--- src/design/fdc_pkg.sv ---
// Shared types and constants for the fan duty controller.
// No dependencies; every other file imports this package.
package fdc_pkg;

	localparam int TEMP_W      = 10;
	localparam int HYST_W      = 9;
	localparam int DUTY_W      = 7;
	localparam int RAW_DUTY_W  = 8;
	localparam int CMP_W       = 16;
	localparam int NOW_W       = 32;
	localparam int CFG_IDX_W   = 3;
	localparam int CFG_DATA_W  = 32;
	localparam int PROD_W      = CMP_W + DUTY_W;
	localparam int DVSR_W      = 10;
	localparam int DIV_CNT_W   = 5;
	localparam int RECIP_W     = 24;
	localparam int RECIP_SHIFT = 30;

	localparam logic [DUTY_W-1:0] DUTY_FULL = 7'd100;
	// (x * PCT_RECIP) >> RECIP_SHIFT equals x / 100 for every x below 2**PROD_W
	localparam logic [RECIP_W-1:0] PCT_RECIP = 24'd10737419;

	typedef enum logic [CFG_IDX_W-1:0] {
		REG_ON_TEMP,
		REG_OFF_HYST,
		REG_FULL_TEMP,
		REG_MIN_DUTY,
		REG_FAILSAFE,
		REG_OVR_TIMEOUT,
		REG_PERIOD,
		REG_RELEASE
	} cfg_reg_t;

	typedef enum logic [2:0] {
		ST_IDLE,
		ST_EVAL,
		ST_CURVE_DIV,
		ST_CMP_START,
		ST_CMP_DIV,
		ST_DONE
	} state_t;

	typedef struct packed {
		logic              start;
		logic [PROD_W-1:0] dividend;
		logic [DVSR_W-1:0] divisor;
	} div_req_t;

	typedef struct packed {
		logic              busy;
		logic              done;
		logic [PROD_W-1:0] quotient;
	} div_rsp_t;

endpackage

--- src/design/fdc_in_if.sv ---
// Input channel: update ticks and override commands.
// Depends on fdc_pkg for field widths.
interface fdc_in_if;
	import fdc_pkg::*;

	logic                     valid;
	logic                     ready;
	logic                     func;
	logic signed [TEMP_W-1:0] temperature;
	logic                     temp_valid;
	logic [RAW_DUTY_W-1:0]    override_value;
	logic [NOW_W-1:0]         now_ms;

	modport source (output valid, func, temperature, temp_valid, override_value, now_ms,
		input ready);
	modport sink (input valid, func, temperature, temp_valid, override_value, now_ms,
		output ready);
endinterface

--- src/design/fdc_out_if.sv ---
// Output channel: applied duty, PWM compare value and status flags.
// Depends on fdc_pkg for field widths.
interface fdc_out_if;
	import fdc_pkg::*;

	logic              valid;
	logic              ready;
	logic [DUTY_W-1:0] duty;
	logic [CMP_W-1:0]  compare;
	logic              override_on;
	logic              running;

	modport source (output valid, duty, compare, override_on, running, input ready);
	modport sink (input valid, duty, compare, override_on, running, output ready);
endinterface

--- src/design/fdc_div.sv ---
// Serial restoring divider, one quotient bit per cycle, used for the
// fan curve ramp division. Depends on fdc_pkg.
module fdc_div (
	input  logic             clk,
	input  logic             arst_n,
	input  fdc_pkg::div_req_t req,
	output fdc_pkg::div_rsp_t rsp
);
	import fdc_pkg::*;

	localparam logic [DIV_CNT_W-1:0] LAST_STEP = DIV_CNT_W'(PROD_W - 1);

	logic [PROD_W-1:0]    quo_q;
	logic [DVSR_W-1:0]    rem_q;
	logic [DVSR_W-1:0]    dvsr_q;
	logic [DIV_CNT_W-1:0] cnt_q;
	logic                 busy_q;
	logic                 done_q;
	logic [DVSR_W:0]      trial;
	logic                 fits;
	logic [DVSR_W:0]      diff;

	assign trial = {rem_q, quo_q[PROD_W-1]};
	assign fits  = trial >= {1'b0, dvsr_q};
	assign diff  = trial - {1'b0, dvsr_q};

	always_ff @(posedge clk or negedge arst_n) begin
		if (!arst_n) begin
			busy_q <= 1'b0;
			done_q <= 1'b0;
			cnt_q  <= '0;
		end else if (req.start) begin
			busy_q <= 1'b1;
			done_q <= 1'b0;
			cnt_q  <= '0;
		end else if (busy_q) begin
			cnt_q <= cnt_q + 1'b1;
			if (cnt_q == LAST_STEP) begin
				busy_q <= 1'b0;
				done_q <= 1'b1;
			end
		end
	end

	always_ff @(posedge clk) begin
		if (req.start) begin
			quo_q  <= req.dividend;
			rem_q  <= '0;
			dvsr_q <= req.divisor;
		end else if (busy_q) begin
			// shift the next dividend bit in, subtract when the divisor fits
			quo_q <= {quo_q[PROD_W-2:0], fits};
			rem_q <= fits ? diff[DVSR_W-1:0] : trial[DVSR_W-1:0];
		end
	end

	assign rsp.busy     = busy_q;
	assign rsp.done     = done_q;
	assign rsp.quotient = quo_q;

endmodule

--- src/design/fan_duty_curve_with_override.sv ---
// Fan duty controller: hysteresis fan curve, timed override, PWM compare.
// Depends on fdc_pkg, fdc_in_if, fdc_out_if and fdc_div.
//
//  channel  | dir | handshake     | payload
//  ---------+-----+---------------+------------------------------------------
//  in_ch    | in  | valid/ready   | func, temperature, temp_valid,
//           |     |               | override_value, now_ms
//  out_ch   | out | valid/ready   | duty, compare, override_on, running
//  cfg      | in  | cfg_we        | cfg_index, cfg_wdata
//
// A request passes the evaluate, compare start, compare divide and done
// states to the output register; a fan curve ramp division adds a wait on
// the 23-step serial divider; the compare value uses a reciprocal multiply.
// One item is in work at a time; the next request is taken while a finished
// result still waits in the output register.
// Reset loads the register defaults and clears fan, override and duty state.
module fan_duty_curve_with_override (
	input  logic                             clk,
	input  logic                             arst_n,
	fdc_in_if.sink                           in_ch,
	fdc_out_if.source                        out_ch,
	input  logic                             cfg_we,
	input  logic [fdc_pkg::CFG_IDX_W-1:0]    cfg_index,
	input  logic [fdc_pkg::CFG_DATA_W-1:0]   cfg_wdata
);
	import fdc_pkg::*;

	// configuration registers
	logic signed [TEMP_W-1:0] on_temp_q;
	logic [HYST_W-1:0]        off_hyst_q;
	logic signed [TEMP_W-1:0] full_temp_q;
	logic [DUTY_W-1:0]        min_duty_q;
	logic [RAW_DUTY_W-1:0]    failsafe_q;
	logic [NOW_W-1:0]         timeout_q;
	logic [CMP_W-1:0]         period_q;
	logic [RAW_DUTY_W-1:0]    release_q;

	// controller state
	state_t            state_q, state_d;
	logic              fan_q;
	logic              ovr_q;
	logic [DUTY_W-1:0] ovr_level_q;
	logic [NOW_W-1:0]  ovr_time_q;
	logic [DUTY_W-1:0] duty_q;
	logic [CMP_W-1:0]  cmp_q;
	logic [PROD_W-1:0] prod_q;

	// latched request
	logic                     in_func_q;
	logic signed [TEMP_W-1:0] in_temp_q;
	logic                     in_tvalid_q;
	logic [RAW_DUTY_W-1:0]    in_ov_q;
	logic [NOW_W-1:0]         in_now_q;

	// output register
	logic              out_valid_q;
	logic [DUTY_W-1:0] out_duty_q;
	logic [CMP_W-1:0]  out_cmp_q;
	logic              out_ovr_q;
	logic              out_run_q;

	logic in_acc;
	logic out_free;
	logic out_load;

	div_req_t div_req;
	div_rsp_t div_rsp;

	// evaluation terms
	logic [NOW_W-1:0]           elapsed;
	logic                       ovr_live;
	logic signed [TEMP_W:0]     t_ext;
	logic signed [TEMP_W:0]     on_ext;
	logic signed [TEMP_W:0]     off_thr;
	logic signed [TEMP_W:0]     span;
	logic signed [TEMP_W:0]     t_above;
	logic                       below_off;
	logic                       below_on;
	logic                       at_full;
	logic                       span_pos;
	logic [DVSR_W-1:0]          above;
	logic [DUTY_W-1:0]          fs_duty;
	logic [DUTY_W-1:0]          cmd_level;
	logic [CMP_W-1:0]           mul_a;
	logic [DUTY_W-1:0]          mul_b;
	logic [PROD_W-1:0]          product;
	logic [PROD_W+RECIP_W-1:0]  recip_prod;

	logic              eval_div;
	logic [DUTY_W-1:0] eval_duty;
	logic              fan_d;
	logic              ovr_d;
	logic              ovr_set;

	assign in_ch.ready = (state_q == ST_IDLE);
	assign in_acc      = in_ch.valid && in_ch.ready;
	assign out_free    = !out_valid_q || out_ch.ready;
	assign out_load    = (state_q == ST_DONE) && out_free;

	// configuration writes
	always_ff @(posedge clk or negedge arst_n) begin
		if (!arst_n) begin
			on_temp_q   <= 10'sd40;
			off_hyst_q  <= 9'd5;
			full_temp_q <= 10'sd60;
			min_duty_q  <= 7'd30;
			failsafe_q  <= 8'd100;
			timeout_q   <= 32'd1000;
			period_q    <= 16'd40;
			release_q   <= 8'd255;
		end else if (cfg_we) begin
			case (cfg_reg_t'(cfg_index))
				REG_ON_TEMP:     on_temp_q   <= $signed(cfg_wdata[TEMP_W-1:0]);
				REG_OFF_HYST:    off_hyst_q  <= cfg_wdata[HYST_W-1:0];
				REG_FULL_TEMP:   full_temp_q <= $signed(cfg_wdata[TEMP_W-1:0]);
				REG_MIN_DUTY:    min_duty_q  <= cfg_wdata[DUTY_W-1:0];
				REG_FAILSAFE:    failsafe_q  <= cfg_wdata[RAW_DUTY_W-1:0];
				REG_OVR_TIMEOUT: timeout_q   <= cfg_wdata[NOW_W-1:0];
				REG_PERIOD:      period_q    <= cfg_wdata[CMP_W-1:0];
				REG_RELEASE:     release_q   <= cfg_wdata[RAW_DUTY_W-1:0];
				default: ;
			endcase
		end
	end

	always_ff @(posedge clk) begin
		if (in_acc) begin
			in_func_q   <= in_ch.func;
			in_temp_q   <= in_ch.temperature;
			in_tvalid_q <= in_ch.temp_valid;
			in_ov_q     <= in_ch.override_value;
			in_now_q    <= in_ch.now_ms;
		end
	end

	// curve and override terms
	assign elapsed   = in_now_q - ovr_time_q;
	assign ovr_live  = ovr_q && (elapsed < timeout_q);
	assign t_ext     = {in_temp_q[TEMP_W-1], in_temp_q};
	assign on_ext    = {on_temp_q[TEMP_W-1], on_temp_q};
	assign off_thr   = on_ext - $signed({2'b00, off_hyst_q});
	assign span      = {full_temp_q[TEMP_W-1], full_temp_q} - on_ext;
	assign t_above   = t_ext - on_ext;
	assign below_off = t_ext <= off_thr;
	assign below_on  = in_temp_q < on_temp_q;
	assign at_full   = in_temp_q >= full_temp_q;
	assign span_pos  = !span[TEMP_W] && (span != '0);
	assign above     = t_above[TEMP_W] ? '0 : t_above[DVSR_W-1:0];
	assign fs_duty   = (failsafe_q > {1'b0, DUTY_FULL}) ? DUTY_FULL : failsafe_q[DUTY_W-1:0];
	assign cmd_level = (in_ov_q > {1'b0, DUTY_FULL}) ? DUTY_FULL : in_ov_q[DUTY_W-1:0];

	// shared multiplier feeds the divider and the compare product register
	always_comb begin
		if (state_q == ST_EVAL) begin
			mul_a = {{(CMP_W-DVSR_W){1'b0}}, above};
			mul_b = DUTY_FULL - min_duty_q;
		end else begin
			mul_a = period_q;
			mul_b = duty_q;
		end
	end
	assign product = {{DUTY_W{1'b0}}, mul_a} * {{CMP_W{1'b0}}, mul_b};

	// divide the registered compare product by 100
	assign recip_prod = {{RECIP_W{1'b0}}, prod_q} * {{PROD_W{1'b0}}, PCT_RECIP};

	always_comb begin
		eval_div  = 1'b0;
		eval_duty = duty_q;
		fan_d     = fan_q;
		ovr_d     = ovr_q;
		ovr_set   = 1'b0;
		if (!in_func_q) begin
			ovr_d = ovr_live;
			if (ovr_live) begin
				eval_duty = ovr_level_q;
			end else if (!in_tvalid_q) begin
				eval_duty = fs_duty;
			end else if (fan_q && below_off) begin
				fan_d     = 1'b0;
				eval_duty = '0;
			end else if (!fan_q && below_on) begin
				eval_duty = '0;
			end else begin
				fan_d = 1'b1;
				// a min duty above full scale always ends at full scale
				if (at_full || !span_pos || (min_duty_q > DUTY_FULL)) begin
					eval_duty = DUTY_FULL;
				end else begin
					eval_div = 1'b1;
				end
			end
		end else if (in_ov_q == release_q) begin
			ovr_d = 1'b0;
		end else begin
			ovr_d     = 1'b1;
			ovr_set   = 1'b1;
			eval_duty = cmd_level;
		end
	end

	// sequencer
	always_ff @(posedge clk or negedge arst_n) begin
		if (!arst_n) begin
			state_q <= ST_IDLE;
		end else begin
			state_q <= state_d;
		end
	end

	always_comb begin
		state_d          = state_q;
		div_req.start    = 1'b0;
		div_req.dividend = product;
		div_req.divisor  = span[DVSR_W-1:0];
		case (state_q)
			ST_IDLE: begin
				if (in_acc) state_d = ST_EVAL;
			end
			ST_EVAL: begin
				div_req.start = eval_div;
				state_d       = eval_div ? ST_CURVE_DIV : ST_CMP_START;
			end
			ST_CURVE_DIV: begin
				if (div_rsp.done) state_d = ST_CMP_START;
			end
			ST_CMP_START: begin
				state_d = ST_CMP_DIV;
			end
			ST_CMP_DIV: begin
				state_d = ST_DONE;
			end
			ST_DONE: begin
				if (out_free) state_d = ST_IDLE;
			end
			default: state_d = ST_IDLE;
		endcase
	end

	always_ff @(posedge clk or negedge arst_n) begin
		if (!arst_n) begin
			fan_q       <= 1'b0;
			ovr_q       <= 1'b0;
			ovr_level_q <= '0;
			ovr_time_q  <= '0;
			duty_q      <= '0;
		end else begin
			if (state_q == ST_EVAL) begin
				fan_q  <= fan_d;
				ovr_q  <= ovr_d;
				duty_q <= eval_duty;
				if (ovr_set) begin
					ovr_level_q <= cmd_level;
					ovr_time_q  <= in_now_q;
				end
			end
			if ((state_q == ST_CURVE_DIV) && div_rsp.done) begin
				duty_q <= min_duty_q + div_rsp.quotient[DUTY_W-1:0];
			end
		end
	end

	always_ff @(posedge clk) begin
		if (state_q == ST_CMP_START) begin
			prod_q <= product;
		end
		if (state_q == ST_CMP_DIV) begin
			cmp_q <= recip_prod[RECIP_SHIFT +: CMP_W];
		end
	end

	fdc_div u_div (
		.clk    (clk),
		.arst_n (arst_n),
		.req    (div_req),
		.rsp    (div_rsp)
	);

	// output register: hold until the sink takes it
	always_ff @(posedge clk or negedge arst_n) begin
		if (!arst_n) begin
			out_valid_q <= 1'b0;
		end else if (out_load) begin
			out_valid_q <= 1'b1;
		end else if (out_ch.ready) begin
			out_valid_q <= 1'b0;
		end
	end

	always_ff @(posedge clk) begin
		if (out_load) begin
			out_duty_q <= duty_q;
			out_cmp_q  <= cmp_q;
			out_ovr_q  <= ovr_q;
			out_run_q  <= fan_q;
		end
	end

	assign out_ch.valid       = out_valid_q;
	assign out_ch.duty        = out_duty_q;
	assign out_ch.compare     = out_cmp_q;
	assign out_ch.override_on = out_ovr_q;
	assign out_ch.running     = out_run_q;

	a_duty_max: assert property (@(posedge clk) disable iff (!arst_n)
		duty_q <= DUTY_FULL)
		else $error("applied duty above full scale");

	a_level_max: assert property (@(posedge clk) disable iff (!arst_n)
		ovr_level_q <= DUTY_FULL)
		else $error("override level above full scale");

	a_accept_eval: assert property (@(posedge clk) disable iff (!arst_n)
		in_acc |=> (state_q == ST_EVAL))
		else $error("accepted request not evaluated");

	a_cmp_bound: assert property (@(posedge clk) disable iff (!arst_n)
		out_load |-> (cmp_q <= period_q))
		else $error("compare value exceeds period");

	a_div_idle: assert property (@(posedge clk) disable iff (!arst_n)
		(state_q == ST_IDLE || state_q == ST_DONE) |-> !div_rsp.busy)
		else $error("divider busy outside a computation");

endmodule
--- src/flat_wrapper.sv ---
// flat-port wrapper written by rule: the top's interface ports become plain ports
module fan_duty_curve_with_override_flat import fdc_pkg::*;
  (clk, arst_n, cfg_we, cfg_index, cfg_wdata, in_ch_valid, in_ch_func, in_ch_temperature, in_ch_temp_valid, in_ch_override_value, in_ch_now_ms, in_ch_ready, out_ch_valid, out_ch_duty, out_ch_compare, out_ch_override_on, out_ch_running, out_ch_ready);
  fdc_in_if in_ch_i ();
  fdc_out_if out_ch_i ();
  input  logic clk;
  input  logic arst_n;
  input  logic cfg_we;
  input  logic [fdc_pkg::CFG_IDX_W-1:0] cfg_index;
  input  logic [fdc_pkg::CFG_DATA_W-1:0] cfg_wdata;
  input wire logic [$bits(in_ch_i.valid)-1:0] in_ch_valid;
  input wire logic [$bits(in_ch_i.func)-1:0] in_ch_func;
  input wire logic [$bits(in_ch_i.temperature)-1:0] in_ch_temperature;
  input wire logic [$bits(in_ch_i.temp_valid)-1:0] in_ch_temp_valid;
  input wire logic [$bits(in_ch_i.override_value)-1:0] in_ch_override_value;
  input wire logic [$bits(in_ch_i.now_ms)-1:0] in_ch_now_ms;
  output wire logic [$bits(in_ch_i.ready)-1:0] in_ch_ready;
  output wire logic [$bits(out_ch_i.valid)-1:0] out_ch_valid;
  output wire logic [$bits(out_ch_i.duty)-1:0] out_ch_duty;
  output wire logic [$bits(out_ch_i.compare)-1:0] out_ch_compare;
  output wire logic [$bits(out_ch_i.override_on)-1:0] out_ch_override_on;
  output wire logic [$bits(out_ch_i.running)-1:0] out_ch_running;
  input wire logic [$bits(out_ch_i.ready)-1:0] out_ch_ready;
  assign in_ch_i.valid = in_ch_valid;
  assign in_ch_i.func = in_ch_func;
  assign in_ch_i.temperature = in_ch_temperature;
  assign in_ch_i.temp_valid = in_ch_temp_valid;
  assign in_ch_i.override_value = in_ch_override_value;
  assign in_ch_i.now_ms = in_ch_now_ms;
  assign in_ch_ready = in_ch_i.ready;
  assign out_ch_valid = out_ch_i.valid;
  assign out_ch_duty = out_ch_i.duty;
  assign out_ch_compare = out_ch_i.compare;
  assign out_ch_override_on = out_ch_i.override_on;
  assign out_ch_running = out_ch_i.running;
  assign out_ch_i.ready = out_ch_ready;
  fan_duty_curve_with_override u_core (.clk(clk), .arst_n(arst_n), .in_ch(in_ch_i), .out_ch(out_ch_i), .cfg_we(cfg_we), .cfg_index(cfg_index), .cfg_wdata(cfg_wdata));
endmodule
--- config.mk ---
export PLATFORM = sky130hd
export DESIGN_NAME = fan_duty_curve_with_override_flat
export DESIGN_NICKNAME = d
export VERILOG_FILES = /design/src/design/fdc_pkg.sv /design/src/design/fdc_in_if.sv /design/src/design/fdc_out_if.sv /design/src/design/fdc_div.sv /design/src/design/fan_duty_curve_with_override.sv /design/src/flat_wrapper.sv
export SDC_FILE = /design/constraint.sdc
export NUM_CORES = 1
export LEC_CHECK = 0
export BUFFER_PORTS_ARGS = -buffer_cell sky130_fd_sc_hd__clkbuf_2
export CORE_UTILIZATION = 55
export DETAILED_ROUTE_END_ITERATION = 7
export PLACE_DENSITY = 0.72
export SETUP_SLACK_MARGIN = 0.05
export SLEW_MARGIN = 20
export SYNTH_ARGS = -nofsm -noshare
export SYNTH_HDL_FRONTEND = slang
export SYNTH_SLANG_ARGS = --single-unit
--- constraint.sdc ---
create_clock -name clk -period 12.04 [get_ports clk]
set_clock_uncertainty 0.15 [all_clocks]
set_input_delay 2.408 -clock clk [delete_from_list [all_inputs] [get_ports clk]]
set_output_delay 2.408 -clock clk [all_outputs]
set_load 0.02 [all_outputs]
# After elaboration in Yosys (flattened, before gate mapping)
# Index checks and enable logic that the tools add are counted.
[word_totals]
reg_bits = 318
in_bits = 92
out_inout_bits = 27
elab_cells = 150
[op_classes]
addsub = 8
multipliers = 2
order_cmp = 8
eq_ne = 20
muxes = 44
n_bitwise = 2
n_reduce_logical = 34
[op_table]
columns = ["op", "count"]
rows = [
  ["$mux 7", 12],
  ["$mul 23x24->46 const B", 1],
  ["$mux 23", 2],
  ["$sub 10x10->11", 3],
  ["$lt 32x32->1", 1],
  ["$sub 32x32->32", 1],
  ["$mul 16x7->23", 1],
  ["$mux 1", 21],
  ["$mux 10", 2],
  ["$reduce_and 2->1", 10],
  ["$eq 3x3->1 const B", 6],
  ["$pmux 3 s6", 1],
  ["$gt 8x7->1 const B", 2],
  ["$mux 16", 1],
  ["$eq 3x2->1 const B", 4],
  ["$ge 11x10->1", 1],
  ["$le 10x11->1", 1],
  ["$reduce_bool 11->1", 1],
  ["$ge 10x10->1", 1],
  ["$lt 10x10->1", 1],
  ["$mux 5", 2],
  ["$sub 10x10->10", 1],
  ["$mux 3", 3],
  ["$eq 8x8->1", 1],
  ["other kinds (18)", 38],
]

# Longest topological paths before layout
[logic_depth]
ltp_word = 15
depth_mapped = 32
depth_no_buf = 32

# Hierarchy
# Synthesis repeated with hierarchy kept, for this count alone.
[hier_totals]
cells_unflattened = 2692
area_unflattened_um2 = 28820.1
[by_module_without_submodules]
columns = ["mod", "instances", "cells_per_inst", "area_per_inst_um2", "seq_area_each_um2"]
rows = [
  ["fan_duty_curve_with_override", 1, 2484, 26225.2, 7325.8],
  ["fdc_div", 1, 208, 2595.0, 1366.3],
]

# Worst setup path after synthesis
# OpenSTA, ideal clock, no wires.
[synth_timing]
path_type = "reg-to-reg"
start = "register u_core.in_temp_q[0]"
end = "register u_core.u_div.quo_q[21], data pin"
setup_time_ns = 0.260
arrival_ns = 7.214
required_ns = 11.630
setup_slack_ns = 4.417
stages_incl_launch_ff = 33
path_buffers = 0
period_less_slack_ns = 7.623
path_cell_list = "edfxtp_1 > inv_1 > ha_1 > inv_1 > fa_1 > a21o_1 > a21oi_1 > o21bai_1 > a21oi_1 > o21bai_1 > a21o_1 > a31oi_1 > nor2_1 > a22oi_1 > nor2_1 > fa_1 > inv_1 > fa_1 > inv_1 > fa_1 > inv_1 > fa_1 > inv_1 > ha_1 > a21o_1 > a21o_1 > a21oi_1 > o21ai_0 > a2111oi_0 > o21bai_1 > a21oi_1 > xnor2_1 > mux2_2"
[synth_lines]
columns = ["item", "line_no", "text"]
rows = [
  ["from (decl)", "fan_duty_curve_with_override.sv:50", "logic signed [TEMP_W-1:0] in_temp_q;"],
  ["from (signal assigned)", "fan_duty_curve_with_override.sv:129", "in_temp_q <= in_ch.temperature;"],
  ["to (signal assigned)", "fdc_div.sv:47", "quo_q <= req.dividend;"],
  ["to (signal assigned)", "fdc_div.sv:52", "quo_q <= {quo_q[PROD_W-2:0], fits};"],
  ["to (decl)", "fdc_div.sv:13", "logic [PROD_W-1:0] quo_q;"],
]

==> flow_metrics.py <==
metrics = {
    "run_status": {
        "outcome": "complete, no violations",
    },
    "floorplan": {
        "dieArea_sq_um": 53400,
        "start_util": 0.559,
        "die_h_um": 231,
        "coreArea_sq_um": 51600,
        "io_pins": 119,
        "rows": 83,
        "die_w_um": 231,
    },
    "sta": {
        "fin_crit_sh": 0.734,
        "hold_viol": 0,
        "slew_headroom": 0.249,
        "fin_setup_tns_ns": 0,
        "setup_viol": 0,
        "layout_min_cycle_time_ns": 8.84,
        "max_freq_mhz": 113,
        "rsz0062_at_grt": "false",
        "worst_slew_pin_slew_ns": 1.12,
        "slew_viol_final": 0,
    },
    "cells_and_area": {
        "fillers": 4224,
        "insertedDiodeCount": 0,
        "stdcell_area_sq_um": 31500,
        "areaGrowthSynthToFinish_pct": 9.05,
        "register_area_sq_um": 8690,
        "drive_above_1_share": 0.139,
        "fin_util": 0.610,
        "finalNetCount": 3592,
        "multi_input_area_sq_um": 18000,
    },
    "setup_path": {
        "regToRegStartpoint": "u_core.in_temp_q[0]$_DFFE_PP_",
        "crit_slowest_cell": "a2111oi_0",
        "crit_arrival_ns": 8.98,
        "critPathKind": "register to register",
        "cpPeakStageDelay_ns": 0.67,
        "reg2reg_depth": 32,
        "rrSetupSlack_ns": 3.20,
        "crit_path_end_kind": "register",
        "cp_max_fo": 9,
        "crit_top_cell": "inv_1",
        "worstPathRequired_ns": 12.19,
        "r2r-end": "u_core.u_div.quo_q[21]$_DFFE_PP_",
        "worstSetupStartpointType": "register",
    },
    "global_routing": {
        "grt_max_degree": 91,
        "grt_pass1_wl_mm": 104,
        "grt.overflow.total": 0,
        "antenna_found_initial": 0,
        "grt_pass1_vias": 20400,
        "grt_usage": 0.247,
    },
    "cts": {
        "cts_resized": 0,
        "clockRootBuffer": "clkbuf_16",
        "clk_pin_slew_worst_paths_ns": 0.06,
        "clock_sinks": 318,
        "clk_path_buf_depth": 3,
        "cts_hold_buffers": 0,
        "cts_tree": "yes",
        "postCtsSetupRepairBufs": 0,
        "cts_buffers": 37,
        "h-tree-depth": 2,
        "clock_latency_ns": 0.56,
    },
    "placement": {
        "place_congestion": 0.937,
        "dp_hpwl_mm": 52.0,
        "dpl_cell_area_sq_um": 30200,
        "port_buffers": 118,
    },
    "logic_synthesis": {
        "synth-main-ff-cell": "edfxtp_1",
        "seq_area_frac_synth": 0.301,
        "async_flop_share": 0.500,
        "synth_edf_count": 149,
        "syn_nets": 3468,
        "syn_area_sq_um": 28900,
        "synthTopCellsByArea": "fa_1, ha_1, edfxtp_1",
        "yosys.area.top_type_share": 0.187,
        "avgSynthCellArea_sq_um": 10.7,
        "synth.distinct_cells": 86,
        "synth_warnings": 0,
        "synth-seq-cells": 318,
        "synth.most_common_cell": "inv_1",
        "synth_largest_area_cell": "fa_1",
        "synthCells": 2698,
        "synth_commonest_cells": "inv_1, ha_1, fa_1",
    },
    "route": {
        "dr.pass1.iters": 5,
        "routedWlPerCell_um": 18.2,
        "post-route-drc-count": 0,
        "wl_mm": 64.3,
        "drt_first_iter_violations": 958,
        "vias_per_cell": 5.50,
        "ant_nets": 0,
        "vias": 19400,
    },
    "min_path": {
        "worstHoldStart": "u_core.cmp_q[5]$_DFFE_PP_",
        "worstHoldEndpoint": "u_core.out_ch.compare[5]$_DFFE_PP_",
        "worstHoldPathType": "register to register",
        "worstHoldPathCells": 0,
    },
    "run": {
        "cap_violations": 0,
    },
}
==> final cells by class <==
type	count	share of cell area
multi-input combinational	1796	0.572
sequential	318	0.276
tap	680	0.0270
inverter	541	0.0645
clock buffer	52	0.0322
clock inverter	16	0.00712
timing repair buffer	128	0.0214
==> state kept, by name (all words and copies together) (netlist names), 16 cells and up <==
name / count
u_core.prod_q: 23
u_core.out_ch.compare: 16
u_core.ovr_time_q: 32
u_core.timeout_q: 32
u_core.cmp_q: 16
u_core.period_q: 16
u_core.u_div.quo_q: 23
u_core.in_now_q: 32
==> placed cells by master (no fill, tap or decap), drive strengths merged, types with 5 or more instances in the layout <==
| cell | count |
|---|---|
| inv | 544 |
| a221oi | 7 |
| a21oi | 107 |
| nand2 | 118 |
| nand3 | 33 |
| mux2 | 133 |
| dfstp | 31 |
| o21a | 13 |
| edfxtp | 149 |
| clkinv | 6 |
| nor2 | 145 |
| nand4 | 22 |
| nor3 | 30 |
| clkbuf | 169 |
| a31oi | 9 |
| o211ai | 7 |
| dfrtp | 128 |
| xnor2 | 71 |
| xor2 | 41 |
| or3 | 7 |
| fa | 270 |
| o21ai | 96 |
| a211oi | 18 |
| a21o | 45 |
| a22oi | 14 |
| and2 | 10 |
| a2111oi | 5 |
| and3 | 27 |
| mux2i | 10 |
| nand2b | 20 |
| o21bai | 17 |
| nor2b | 17 |
| ha | 408 |
| o31ai | 9 |
| buf | 11 |
| or2 | 22 |
| a21boi | 9 |
| nor4 | 7 |
| dfxtp | 10 |
==> kinds of logic after synthesis <==
group,synth area share
adders and majority gates,0.364
buffers and inverters,0.0767
and+or+nand+nor,0.0778
AOI/OAI and AO/OA,0.0906
DFF,0.301
muxes,0.0554
xor gates and xnor gates,0.0340
==> worst max-delay path: cells and delay by family, from the launching register on <==
kind	cells	cell delay (ns)
mux	1	0.26
flops	1	0.36
fa+ha+maj	7	3.06
compound gates	15	3.91
buf+inv	6	0.37
simple gates	2	0.33
xor+xnor	1	0.11
==> routing by layer <==
| layer | GRT usage | up-vias | wire length (um) |
|---|---|---|---|
| met5 | 0 | - | 0 |
| met4 | 0.0892 | 0 | 2130 |
| met3 | 0.0261 | 115 | 2320 |
| met2 | 0.423 | 454 | 31300 |
| met1 | 0.326 | 9564 | 28500 |
| li1 | - | 9278 | - |
==> stage by stage <==
| stage | setup WS (ns) | hold WS [ns] | cells |
|---|---|---|---|
| after floorplan | 4.42 | 0.250 | 2698 |
| after global placement | 3.75 | 0.256 | 3463 |
| after detailed placement | 3.38 | 0.257 | 3463 |
| after CTS | 3.33 | 0.270 | 3531 |
| after global routing | 2.72 | 0.280 | 3531 |
| final | 3.20 | 0.269 | 3531 |
==> worst max-delay path by stage <==
stage	end	depth (start not counted)	slack [ns]	from
2_1_floorplan	u_core.u_div.quo_q[21]$_DFFE_PP_	32	4.42	u_core.in_temp_q[0]$_DFFE_PP_
3_3_place_gp	u_core.u_div.quo_q[21]$_DFFE_PP_	32	3.75	u_core.in_temp_q[0]$_DFFE_PP_
3_5_place_dp	u_core.u_div.quo_q[21]$_DFFE_PP_	32	3.38	u_core.in_temp_q[0]$_DFFE_PP_
4_1_cts	u_core.u_div.quo_q[21]$_DFFE_PP_	32	3.33	u_core.in_temp_q[0]$_DFFE_PP_
5_1_grt	u_core.u_div.quo_q[21]$_DFFE_PP_	32	2.72	u_core.in_temp_q[0]$_DFFE_PP_
6_report	u_core.u_div.quo_q[21]$_DFFE_PP_	32	3.20	u_core.in_temp_q[0]$_DFFE_PP_
Power is left out: the tool's default activity adds up to more than one toggle a clock period on the data nets, which glitch-free logic cannot reach.
